==> config.mk <==
export PLATFORM = sky130hd
export DESIGN_NAME = swm_ctrl
export DESIGN_NICKNAME = d
export VERILOG_FILES = /design/src/design/swm_pkg.sv /design/src/design/swm_ctrl.sv
export SDC_FILE = /design/constraint.sdc
export NUM_CORES = 1
export LEC_CHECK = 0
export ABC_AREA = 1
export BUFFER_PORTS_ARGS = -buffer_cell sky130_fd_sc_hd__buf_2
export CORE_MARGIN = 2
export CORE_UTILIZATION = 50
export CTS_CLUSTER_SIZE = 12
export DETAILED_ROUTE_END_ITERATION = 12
export PLACE_DENSITY = 0.77
export SLEW_MARGIN = 20
export SYNTH_ARGS = -nofsm -noshare
export SYNTH_HDL_FRONTEND = slang
export SYNTH_SLANG_ARGS = --single-unit
export TNS_END_PERCENT = 10
==> constraint.sdc <==
create_clock -name clk -period 1.7 [get_ports clk]
set_input_delay 0.17 -clock clk [delete_from_list [all_inputs] [get_ports clk]]
set_output_delay 0.17 -clock clk [all_outputs]
set_load 0.01 [all_outputs]
==> src/design/swm_pkg.sv <==
// ----------------------------------------------------------------------------
// swm_pkg
// Shared constants, types and controller/datapath command structs for the
// SSIM window metric.
// ----------------------------------------------------------------------------
package swm_pkg;

  localparam int WINDOW_SIDE = 16;
  localparam int MAX_WINDOWS = 1048576;
  localparam int MAX_PIX     = WINDOW_SIDE * WINDOW_SIDE;
  localparam int CNT_W       = $clog2(MAX_PIX + 1);
  localparam int SUM_W       = 8 + CNT_W;
  localparam int SQ_W        = 16 + CNT_W;
  localparam int WCNT_W      = $clog2(MAX_WINDOWS + 1);
  localparam int TOT_W       = 18 + WCNT_W;

  localparam logic [14:0] C1_X400 = 15'd2601;
  localparam logic [14:0] C2_X400 = 15'd23409;
  localparam logic [16:0] Q16_ONE = 17'd65536;

  // division unit widths: numerator and denominator up to ~2^50
  localparam int DIV_W = 64;
  localparam int DIV_CW = $clog2(DIV_W + 1);

  typedef enum logic [3:0] {
    ST_ACC,     // accumulating pixels
    ST_MEAN,    // dividing the five window sums by the count
    ST_TERM1,   // products of means
    ST_TERM2,   // numerator/denominator terms
    ST_PROD,    // num and den products
    ST_RATIO,   // long division num/den
    ST_FRAC,    // fraction bits and saturation
    ST_COMP,    // component mean divide
    ST_OUT      // result waiting on the output
  } swm_state_t;

  // controller -> datapath
  typedef struct packed {
    logic acc;        // accumulate the accepted pixel
    logic mean_start; // start the sum/count divisions
    logic term1;
    logic term2;
    logic prod;
    logic ratio_start;
    logic frac;
    logic comp_start;
    logic out_load;
    logic out_clear;
  } swm_cmd_t;

  // datapath -> controller
  typedef struct packed {
    logic div_done;
  } swm_sts_t;

endpackage

==> src/design/swm_ctrl.sv <==
// ----------------------------------------------------------------------------
// swm_ctrl
// Sequencer: accumulate, then walk the window through the divide chain.
// ----------------------------------------------------------------------------
module swm_ctrl (
  input  logic               clk,
  input  logic               rst_n,
  input  logic               in_tvalid,
  output logic               in_tready,
  input  logic               window_end,
  input  logic               component_end,
  output logic               out_tvalid,
  input  logic               out_tready,
  input  swm_pkg::swm_sts_t  sts,
  output swm_pkg::swm_cmd_t  cmd
);

  swm_pkg::swm_state_t state_r, state_nxt;
  logic [2:0] dcnt_r, dcnt_nxt;
  logic       cend_r, cend_nxt;
  logic       vld_r, vld_nxt;
  logic       entered_r;  // first cycle in the current state
  logic       in_acc;

  assign in_acc = in_tvalid && in_tready;

  // next state
  always_comb begin
    state_nxt = state_r;
    dcnt_nxt  = dcnt_r;
    cend_nxt  = cend_r;
    unique case (state_r)
      swm_pkg::ST_ACC: if (in_acc && window_end) begin
        state_nxt = swm_pkg::ST_MEAN;
        dcnt_nxt  = 3'd0;
        cend_nxt  = component_end;
      end
      swm_pkg::ST_MEAN: if (sts.div_done) begin
        dcnt_nxt = dcnt_r + 1'b1;
        if (dcnt_r == 3'd4) state_nxt = swm_pkg::ST_TERM1;
      end
      swm_pkg::ST_TERM1: state_nxt = swm_pkg::ST_TERM2;
      swm_pkg::ST_TERM2: state_nxt = swm_pkg::ST_PROD;
      swm_pkg::ST_PROD:  state_nxt = swm_pkg::ST_RATIO;
      swm_pkg::ST_RATIO: if (sts.div_done) state_nxt = swm_pkg::ST_FRAC;
      swm_pkg::ST_FRAC:  if (sts.div_done)
        state_nxt = cend_r ? swm_pkg::ST_COMP : swm_pkg::ST_OUT;
      swm_pkg::ST_COMP:  if (sts.div_done) state_nxt = swm_pkg::ST_OUT;
      swm_pkg::ST_OUT:   if (!vld_r || out_tready) state_nxt = swm_pkg::ST_ACC;
      default:           state_nxt = swm_pkg::ST_ACC;
    endcase
  end

  // outputs; divides start once their operands are registered
  always_comb begin
    cmd = '0;
    in_tready = (state_r == swm_pkg::ST_ACC);
    cmd.acc = in_acc;
    cmd.mean_start  = (state_r == swm_pkg::ST_MEAN) && entered_r;
    cmd.term1       = (state_r == swm_pkg::ST_TERM1);
    cmd.term2       = (state_r == swm_pkg::ST_TERM2);
    cmd.prod        = (state_r == swm_pkg::ST_PROD);
    cmd.ratio_start = (state_r == swm_pkg::ST_RATIO) && entered_r;
    cmd.frac        = (state_r == swm_pkg::ST_RATIO) && sts.div_done;
    cmd.comp_start  = (state_r == swm_pkg::ST_COMP) && entered_r;
    cmd.out_load    = (state_r == swm_pkg::ST_OUT) && (!vld_r || out_tready);
    cmd.out_clear   = vld_r && out_tready;
    vld_nxt = vld_r;
    if (cmd.out_clear) vld_nxt = 1'b0;
    if (cmd.out_load)  vld_nxt = 1'b1;
  end

  always_ff @(posedge clk) begin
    if (!rst_n) begin
      state_r   <= swm_pkg::ST_ACC;
      dcnt_r    <= '0;
      cend_r    <= 1'b0;
      vld_r     <= 1'b0;
      entered_r <= 1'b0;
    end else begin
      state_r   <= state_nxt;
      dcnt_r    <= dcnt_nxt;
      cend_r    <= cend_nxt;
      vld_r     <= vld_nxt;
      entered_r <= (state_nxt != state_r);
    end
  end

  assign out_tvalid = vld_r;

endmodule

==> results.txt, run 1 <==
----------------------------------------------------
[GRT]
  Pin count of the biggest net entering global routing ... 10
  All-Layer GR Usage ... 0.229
  Total grt overflow ... 0
  Wire length of the first global-routing pass ... 3040 um
  Number of global-route vias before repair ... 730
  Number of antenna violations at the first check in global routing ... 0

[STA]
  Fin Clk Skew ... 0.00305 ns
  Slew of the pin with the lowest slew margin ... 0.285 ns
  Hold Fails Final Rpt ... 0
  Pins over their slew limit ... 0
  Fmax ... 606 MHz
  Period minus WS final ... 1.65 ns
  Final number of setup-violating endpoints ... 0
  Crit share post-route ... 0.970
  Setup TNS ... 0 ns
  Setup repair after global routing missed its margin ... no
  Worst-case headroom to the max-slew limit ... 0.810

[Clock tree]
  Number of buffers added by the clock tree synthesis step ... 3
  Count of hold-fix buffers inserted at cts ... 0
  Buffer cell driving the clock tree root ... clkbuf_4
  Clock slew at reported path FFs ... 0.07 ns
  TritonCTS clock tree ... done
  Sinks on Clock Net ... 10
  Total number of H-tree levels ... 1
  Insertion delay of the later-clocked pin in the worst-skew pair ... 0.27 ns
  Largest buffer count on any clock path ... 2

[Power and ir drop]
  Static power due to leakage ... 0.000486 uW
  PwrDens ... 653 mW/mm2
  Total Power Consumption ... 543 uW
  Worst IR drop on VDD ... 0.488 mV

[Setup path]
  Endpoint of the worst-slack reg-to-reg timing path ... entered_r
  Capturing element type of the critical path ... output pin
  Beginning of the worst register-to-register path ... state_r[0]
  Setup slack, reg-to-reg ... 0.27 ns
  Required time of the critical path ... 1.53 ns
  Category of the worst setup path launch point ... register
  Worst setup path end ... cmd[3]
  R2R depth ... 9
  Setup crit start ... state_r[0]
  Type of the worst setup path ... register to output pin
  Signal arrival time at the worst endpoint ... 1.48 ns
  Max FO, Critical Path ... 6

[Yosys]
  Cells after Synth ... 114
  Post-synthesis sequential area ratio ... 0.286
  Post-Synthesis Net Count ... 123
  Post-synth EDFFs ... 0
  YS warnings ... 0
  Most frequently used flop master after synthesis ... dfxtp_1
  Synthesized area divided by synthesized cell count ... 6.14 um2
  Leading cell types by total area after synthesis ... dfxtp_1 29%, inv_1 13%, nand2_1 13%
  Post-synth cell types ... 18
  Fraction of synthesis flops using an asynchronous set or reset pin ... 0
  Netlist Area Pre-Place ... 699 um2
  Number of synthesized register bits ... 10
  Synth cell count leaders ... 24 x inv_1, 24 x nand2_1, 13 x nand3_1, 13 x nor2_1, 10 x dfxtp_1
  Top-area cell type share of the netlist area ... 0.286
  Library cell with the largest summed area after synthesis ... dfxtp_1

[Place]
  HPWL after DPL ... 1440 um
  Count of input and output buffers ... 18
  Global placer's final weighted congestion ... 0.867

[Route]
  DR DRC count ... 0
  Drt first-iter violations ... 10
  Via density per instance ... 5.23
  Vias ... 779
  Total Wirelength ... 1840 um
  Initial DRT Pass Iterations ... 4
  Drt wl/cell ... 12.3 um
  Number of nets still failing antenna checks after routing ... 0

[Floorplanning]
  I/O pins ... 19
  Die Height ... 41.4 um
  Area inside the core boundary ... 0.00130 mm2
  Site row count ... 13
  Width of the die ... 41.4 um
  Effective utilization at floorplan ... 0.538
  Die Area ... 0.00171 mm2

[Run status]
  Outcome ... completed

[Min path]
  Hold Startpoint ... rst_n
  Worst hold-check path type ... primary input to register

[Layout]
  Layout cell share with drive strength beyond 1 ... 0.239
  Inserted Diodes ... 0
  Finished Core Util ... 0.639
  Area growth syn-to-layout ... 19.0%
  Total Nets Final ... 144

[Flow run]
  Max-capacitance violation count ... 0

----------------------------------------------------
cells by family after synthesis:
kind of cell / count (synthesis) / synth area share
compound gates: 12 / 0.0859
fa+ha+maj: 2 / 0.0358
buf+inv: 27 / 0.156
flops: 10 / 0.286
simple gates: 63 / 0.437
cell usage in the layout (no fill, tap or decap):
cell type	Yosys	routed
a21oi_1	8	8
buf_2	0	18
clkbuf_4	0	3
clkbuf_8	0	1
dfxtp_1	10	10
ha_1	2	2
inv_1	24	24
inv_2	1	1
nand2_1	24	24
nand2_2	1	1
nand3_1	13	13
nand3_2	2	2
nand4_1	3	3
nor2_1	13	12
nor2_2	2	3
nor2_4	2	2
nor3_1	1	1
nor3_2	1	1
nor4_1	1	1
o21ai_0	4	4
worst max-delay path, stage by stage (launching register included):
cell and delay [ns]:
dfxtp_1 0.48, inv_1 0.11, nor2_2 0.19, nand2_1 0.10, nor2_1 0.16, buf_2 0.16
power by group:
part	switching [uW]	leakage (uW)	total, uW	internal, uW
registers	6.65	0.0000812	248	242
clock network	91.7	0.0000210	222	130
logic	48.2	0.000384	72.9	24.7
through the flow:
stage          cells  hold WS, ns  area (um2)  setup WS, ns
3_3_place_gp     145        0.437         793         0.324
6_report         149        0.174         832        0.0505
2_1_floorplan    114        0.268         699         0.501
3_5_place_dp     145        0.454         793         0.279
4_1_cts          149        0.174         830        0.0829
5_1_grt          149        0.183         832       0.00377
routing by layer:
metal / share of wire / routed length [um] / GRT usage
met5: 0 / 0 / 0
met4: 0.040 / 74 / 0.142
met3: 0.034 / 63 / 0.0391
met2: 0.49 / 894 / 0.403
met1: 0.44 / 806 / 0.251
repair_timing:
item	CTS	global route
setup endpoints to repair	0	1
resized for setup	0	1
setup buffers	0	0
state kept, by name (all words and copies together), names as in the netlist:
register    flops
state_r         4
dcnt_r          3
entered_r       1
out_tvalid      1
cend_r          1
cell type report:
cell class	instances	area (um2)
Clock buffer	4	36.3
Fill cell	144	469
Inverter	25	93.8
Multi-Input combinational cell	77	393
Sequential cell	10	200
Tap cell	15	18.8
Timing Repair Buffer	18	90.1
worst min path at each step:
| stage | endpoint | slack [ns] | cells past startpoint |
|---|---|---|---|
| finish | state_r[3] | 0.17 | 3 |
| global route | state_r[3] | 0.18 | 3 |
| CTS | state_r[3] | 0.17 | 3 |
| detailed placement | state_r[3] | 0.45 | 3 |
| global placement | state_r[3] | 0.44 | 3 |
| floorplan | state_r[2] | 0.27 | 2 |
(Power assumes the default switching activity.)
==> inputs of run 2 (changes only) <==
- ABC_CLOCK_PERIOD_IN_PS: unset -> 1700
- CORE_UTILIZATION: 50 -> 53
- CTS_BUF_LIST: unset -> sky130_fd_sc_hd__clkbuf_4
- PLACE_DENSITY: 0.77 -> 0.81
- TNS_END_PERCENT: 10 -> unset
==> run 2 against run 1 <==
  * Total power fell by 11%
  * Die area down 5.1%
  * First-iteration DRC count increased by 130%
  * Utilization rose by 0.65 points
  * Via count shrank 0.51%
  * Global-route usage down 1.0 points
  * Clock power is 24% lower
  * Maximum frequency increased by 5.4%
  * Count of clock-buffer cells in the layout is 1 lower
  * Register-to-register slack hardly changed
  * Combinational power shrank 5.5%
  * Sequential cell count did not move
==> results.txt, run 2 (synthesized netlist as in run 1, its figures left out) <==
----------------------------------------------------
[Run status]
  Outcome ... completed (unchanged)

[Power and ir drop]
  Total Power Consumption ... 485 uW (was 543 uW)
  Worst IR drop on VDD ... 0.423 mV (was 0.488 mV)
  PwrDens ... 591 mW/mm2 (was 653 mW/mm2)
  Static power due to leakage ... 0.000480 uW (was 0.000486 uW)

[STA]
  Fmax ... 639 MHz (was 606 MHz)
  Worst-case headroom to the max-slew limit ... 0.803 (was 0.810)
  Hold Fails Final Rpt ... 0 (unchanged)
  Slew of the pin with the lowest slew margin ... 0.295 ns (was 0.285 ns)
  Pins over their slew limit ... 0 (unchanged)
  Crit share post-route ... 0.920 (was 0.970)
  Final number of setup-violating endpoints ... 0 (unchanged)
  Setup repair after global routing missed its margin ... no (unchanged)
  Fin Clk Skew ... 0.00622 ns (was 0.00305 ns)
  Final worst slack ... 0.135 ns (was 0.0505 ns)
  Setup TNS ... 0 ns (unchanged)
  Period minus WS final ... 1.56 ns (was 1.65 ns)

[Clock tree]
  TritonCTS clock tree ... done (unchanged)
  Count of hold-fix buffers inserted at cts ... 0 (unchanged)
  Buffer cell driving the clock tree root ... clkbuf_4 (unchanged)
  Clock slew at reported path FFs ... 0.07 ns (about the same)
  Post-CTS sizing ... 0 (unchanged)
  Post-CTS Setup Inserts ... 0 (unchanged)
  Number of buffers added by the clock tree synthesis step ... 3 (unchanged)
  Insertion delay of the later-clocked pin in the worst-skew pair ... 0.27 ns (about the same)
  Sinks on Clock Net ... 10 (unchanged)
  Largest buffer count on any clock path ... 2 (unchanged)
  Total number of H-tree levels ... 1 (unchanged)

[Layout]
  Biggest register ... state_r (unchanged)
  Multi-input combinational cell area ... 390 um2 (was 393 um2)
  Total Nets Final ... 144 (unchanged)
  Leading cell types in the layout, fill and taps excluded ... 24 x inv_1, 24 x nand2_1, 18 x buf_2, 13 x nor2_1, 13 x nand3_1 (was 24 x inv_1, 24 x nand2_1, 18 x buf_2, 13 x nand3_1, 12 x nor2_1)
  Area growth syn-to-layout ... 17.2% (was 19.0%)
  Inserted Diodes ... 0 (unchanged)
  Sequential cell area ... 200 um2 (unchanged)
  Largest regs ... state_r: 4 flops, dcnt_r: 3 flops (unchanged)
  Number of flip-flops under the largest register name ... 4 (unchanged)
  Layout cell share with drive strength beyond 1 ... 0.224 (was 0.239)
  Filler cell count ... 115 (was 144)

[GRT]
  Number of antenna violations at the first check in global routing ... 0 (unchanged)
  Number of global-route vias before repair ... 619 (was 730)
  All-Layer GR Usage ... 0.218 (was 0.229)
  Pin count of the biggest net entering global routing ... 10 (unchanged)
  Wire length of the first global-routing pass ... 2330 um (was 3040 um)
  Total grt overflow ... 0 (unchanged)

[Route]
  Via density per instance ... 5.20 (was 5.23)
  Drt wl/cell ... 10.4 um (was 12.3 um)
  Initial DRT Pass Iterations ... 4 (unchanged)
  Number of nets still failing antenna checks after routing ... 0 (unchanged)
  Drt first-iter violations ... 23 (was 10)
  Vias ... 775 (was 779)
  DR DRC count ... 0 (unchanged)
  Total Wirelength ... 1550 um (was 1840 um)

[Floorplanning]
  Die Height ... 40.3 um (was 41.4 um)
  Site row count ... 13 (unchanged)
  I/O pins ... 19 (unchanged)
  Area inside the core boundary ... 0.00127 mm2 (was 0.00130 mm2)
  Effective utilization at floorplan ... 0.551 (was 0.538)
  Width of the die ... 40.3 um (was 41.4 um)
  Die Area ... 0.00163 mm2 (was 0.00171 mm2)

[Setup path]
  Capturing element type of the critical path ... output pin (unchanged)
  Max FO, Critical Path ... 6 (unchanged)
  Category of the worst setup path launch point ... register (unchanged)
  Signal arrival time at the worst endpoint ... 1.39 ns (was 1.48 ns)
  Required time of the critical path ... 1.53 ns (about the same)
  Type of the worst setup path ... register to output pin (unchanged)

[Place]
  Global placer's final weighted congestion ... 0.846 (was 0.867)
  HPWL after DPL ... 1290 um (was 1440 um)
  Count of input and output buffers ... 18 (unchanged)
  Pre-CTS setup slack ... 0.354 ns (was 0.279 ns)

[Flow run]
  Max-capacitance violation count ... 0 (unchanged)

[Min path]
  Worst hold-check path type ... primary input to register (unchanged)

----------------------------------------------------
==> run 2: cell types whose count changed in the layout (fill, tap and decap cells not counted) <==
cell	before	now
clkbuf_8	1	0
nor2_2	3	2
clkinv_1	0	1
nor2_1	12	13
==> run 2: report_power, final <==
part | switching (uW) | total [uW] | internal (uW)
clock | 82.8 | 168 | 84.9
sequential | 6.18 | 248 | 242
combinational | 44.5 | 68.9 | 24.5
total | 133 | 485 | 351
==> run 2: metrics by stage <==
| step | cell area, um2 | hold WS, ns | utilization | cells |
|---|---|---|---|---|
| 3_5_place_dp | 793 | 0.437 | 0.625 | 145 |
| 2_1_floorplan | 699 | 0.268 | - | 114 |
| 3_3_place_gp | 793 | 0.433 | 0.625 | 145 |
| 4_1_cts | 820 | 0.160 | 0.646 | 149 |
| 5_1_grt | 820 | 0.199 | 0.646 | 149 |
| 6_report | 820 | 0.159 | 0.646 | 149 |
==> run 2: critical path: stages (launching register included) <==
cell,delay (ns)
dfxtp_1,0.36
nor2_1,0.23
nand2_1,0.09
nor2_1,0.14
inv_1,0.07
a21oi_1,0.11
buf_2,0.14
==> run 2: per-layer routing <==
| metal | global-route usage | wire length [um] | vias up | share of wire |
|---|---|---|---|---|
| li1 | - | - | 397 | - |
| met1 | 0.254 | 636 | 323 | 0.41 |
| met2 | 0.341 | 727 | 48 | 0.47 |
| met3 | 0.0500 | 140 | 7 | 0.090 |
| met4 | 0.167 | 45 | 0 | 0.029 |
| met5 | 0 | 0 | - | 0 |
==> run 2: worst paths after layout <==
| kind | startpoint | endpoint | slack, ns | cells past startpoint |
|---|---|---|---|---|
| worst max-delay path | state_r[0] | cmd[1] | 0.14 | 6 |
| worst min-delay path | rst_n | state_r[3] | 0.16 | 3 |
| worst max register to register | state_r[1] | entered_r | 0.28 | 7 |
| worst min register to register | cend_r | cend_r | 0.49 | 2 |
==> run 2: layout make-up <==
class / instances / area share
clock buffer: 3 / 0.0275
inverter: 25 / 0.115
clock inverter: 1 / 0.00458
timing repair buffer: 18 / 0.110
tap: 15 / 0.0229
multi-input combinational: 77 / 0.476
sequential: 10 / 0.244
==> inputs of run 3 (changes only) <==
- RECOVER_POWER: unset -> 25
==> run 3 against run 2 <==
  * Routed wire length about the same
  * Clock power about the same
  * Maximum frequency about the same
  * Critical endpoint unchanged
  * Sequential power about the same
  * Critical path type unchanged
  * Clock skew about the same
  * Total power about the same
  * Sequential cell count unchanged
  * Highest routed layer unchanged
==> results.txt, run 3 (synthesized netlist as in run 1, its figures left out) <==
----------------------------------------------------
[Layout]
  Number of flip-flops under the largest register name ... 4 (unchanged)
  Total Nets Final ... 144 (unchanged)
  Sequential cell area ... 200 um2 (unchanged)
  Biggest register ... state_r (unchanged)
  Inserted Diodes ... 0 (unchanged)
  Filler cell count ... 117 (was 115)
  Largest regs ... state_r: 4 flops, dcnt_r: 3 flops (unchanged)
  Multi-input combinational cell area ... 390 um2 (unchanged)
  Area growth syn-to-layout ... 16.8% (was 17.2%)
  Layout cell share with drive strength beyond 1 ... 0.209 (was 0.224)
  Leading cell types in the layout, fill and taps excluded ... 24 x inv_1, 24 x nand2_1, 16 x buf_2, 13 x nor2_1, 13 x nand3_1 (was 24 x inv_1, 24 x nand2_1, 18 x buf_2, 13 x nor2_1, 13 x nand3_1)
  Non-filler instance count after layout ... 149 (unchanged)

[Power and ir drop]
  PwrDens ... 593 mW/mm2 (was 591 mW/mm2)
  Clock share of power ... 0.346 (about the same)
  Portion of total power attributed to combinational logic ... 0.142 (about the same)
  Total Power Consumption ... 485 uW (about the same)
  Share of power burned in registers ... 0.512 (about the same)
  Worst IR drop on VDD ... 0.419 mV (was 0.423 mV)
  Static power due to leakage ... 0.000471 uW (was 0.000480 uW)
  Internal Power ... 351 uW (about the same)
  Net switching power figure ... 133 uW (about the same)
  Fraction of power spent switching nets ... 0.275 (about the same)

[Route]
  Number of nets still failing antenna checks after routing ... 0 (unchanged)
  DR DRC count ... 0 (unchanged)
  Met3 wire length ... 140 um (unchanged)
  Drt first-iter violations ... 23 (unchanged)
  Wire length on met2 ... 727 um (unchanged)
  Initial DRT Pass Iterations ... 4 (unchanged)
  Via density per instance ... 5.19 (was 5.20)
  Total Wirelength ... 1550 um (about the same)
  Vias ... 773 (was 775)
  Drt wl/cell ... 10.4 um (about the same)
  Highest signal layer in the routed design ... met4 (unchanged)
  Post-Route M1 WL ... 637 um (was 636 um)

[STA]
  Final number of setup-violating endpoints ... 0 (unchanged)
  Worst-case headroom to the max-slew limit ... 0.803 (unchanged)
  Period minus WS final ... 1.57 ns (was 1.56 ns)
  Setup repair after global routing missed its margin ... no (unchanged)
  Slew of the pin with the lowest slew margin ... 0.295 ns (unchanged)
  Final worst slack ... 0.134 ns (was 0.135 ns)
  Setup TNS ... 0 ns (unchanged)
  Hold Fails Final Rpt ... 0 (unchanged)
  Pins over their slew limit ... 0 (unchanged)
  Fin Clk Skew ... 0.00629 ns (was 0.00622 ns)
  Fmax ... 639 MHz (about the same)
  Crit share post-route ... 0.921 (was 0.920)

[Clock tree]
  Post-CTS Setup Inserts ... 0 (unchanged)
  Total number of H-tree levels ... 1 (unchanged)
  Count of hold-fix buffers inserted at cts ... 0 (unchanged)
  TritonCTS clock tree ... done (unchanged)
  Insertion delay of the later-clocked pin in the worst-skew pair ... 0.27 ns (about the same)
  Clock slew at reported path FFs ... 0.07 ns (about the same)
  Buffer cell driving the clock tree root ... clkbuf_4 (unchanged)
  Post-CTS sizing ... 0 (unchanged)
  Sinks on Clock Net ... 10 (unchanged)
  Number of buffers added by the clock tree synthesis step ... 3 (unchanged)
  Largest buffer count on any clock path ... 2 (unchanged)

[Setup path]
  Standard cell with the maximum stage delay on the critical path ... dfxtp_1 (unchanged)
  Signal arrival time at the worst endpoint ... 1.40 ns (was 1.39 ns)
  Setup crit start ... state_r[0] (unchanged)
  Beginning of the worst register-to-register path ... state_r[1] (unchanged)
  Category of the worst setup path launch point ... register (unchanged)
  Max FO, Critical Path ... 6 (unchanged)
  Worst stage delay on the critical path ... 0.36 ns (about the same)
  CP cell instances ... nor2_1, nand2_1, nor2_1, inv_1, a21oi_1, buf_2 (unchanged)
  Crit-path most repeated cell ... nor2_1 (unchanged)
  Capturing element type of the critical path ... output pin (unchanged)
  Type of the worst setup path ... register to output pin (unchanged)
  Required time of the critical path ... 1.53 ns (about the same)

[GRT]
  Total grt overflow ... 0 (unchanged)
  Number of antenna violations at the first check in global routing ... 0 (unchanged)
  Number of global-route vias before repair ... 619 (unchanged)
  Wire length of the first global-routing pass ... 2330 um (unchanged)
  Pin count of the biggest net entering global routing ... 10 (unchanged)
  All-Layer GR Usage ... 0.218 (unchanged)

[Floorplanning]
  Width of the die ... 40.3 um (unchanged)
  Effective utilization at floorplan ... 0.551 (unchanged)
  Die Area ... 0.00163 mm2 (unchanged)
  Area inside the core boundary ... 0.00127 mm2 (unchanged)
  I/O pins ... 19 (unchanged)
  Die Height ... 40.3 um (unchanged)
  Site row count ... 13 (unchanged)

[Min path]
  Worst hold-check path type ... primary input to register (unchanged)
  Hold Startpoint ... rst_n (unchanged)

[Run status]
  Outcome ... completed (unchanged)

[Place]
  HPWL after DPL ... 1290 um (unchanged)
  Global placer's final weighted congestion ... 0.846 (unchanged)
  Count of input and output buffers ... 18 (unchanged)
  Pre-CTS setup slack ... 0.354 ns (unchanged)
  Count of placed standard cells including taps ... 145 (unchanged)

[Flow run]
  Max-capacitance violation count ... 0 (unchanged)

----------------------------------------------------
[run 3: changes by cell type in the layout (fill, tap and decap cells not counted)]
cell      change
buf_2         -2
clkbuf_1      +2
[run 3: critical path, delay by kind of cell, from the launching register on]
family,cells,cell delay [ns]
DFF,1,0.36
buffers and inverters,2,0.21
and+or+nand+nor,3,0.46
AOI/OAI and AO/OA,1,0.11
[run 3: final timing paths]
| path | end | slack [ns] | cells after the start |
|---|---|---|---|
| hold / removal | state_r[3] | 0.16 | 3 |
| setup / recovery | cmd[1] | 0.13 | 6 |
| setup reg to reg | entered_r | 0.28 | 7 |
| hold reg to reg | cend_r | 0.49 | 2 |
[run 3: per-layer routing]
metal / up-vias / global-route usage
li1: 397 / -
met1: 321 / 0.254
met2: 48 / 0.341
met3: 7 / 0.0500
met4: 0 / 0.167
met5: - / 0
[run 3: area by class of cell]
cell class,count,area share
multi-input cells,77,0.478
inverters,25,0.115
clock buffers,3,0.0276
clock inverters,1,0.00459
repair buffers,18,0.107
well taps,15,0.0230
flip-flops and latches,10,0.245
[run 3: per-stage QoR]
step / hold WS, ns / cell area [um2] / utilization
after floorplan: 0.268 / 699 / -
final: 0.159 / 817 / 0.644
after detailed placement: 0.437 / 793 / 0.625
after global routing: 0.199 / 817 / 0.644
after CTS: 0.160 / 820 / 0.646
after global placement: 0.433 / 793 / 0.625
[run 3: power groups by stage]
stage               Combinational (uW)  Clock (uW)  Sequential [uW]
detailed placement                68.5           0              253
floorplan                         48.7           0              251
global route                      78.3         179              249
CTS                               69.0         171              247
global placement                  67.4           0              252
finish                            68.9         168              248
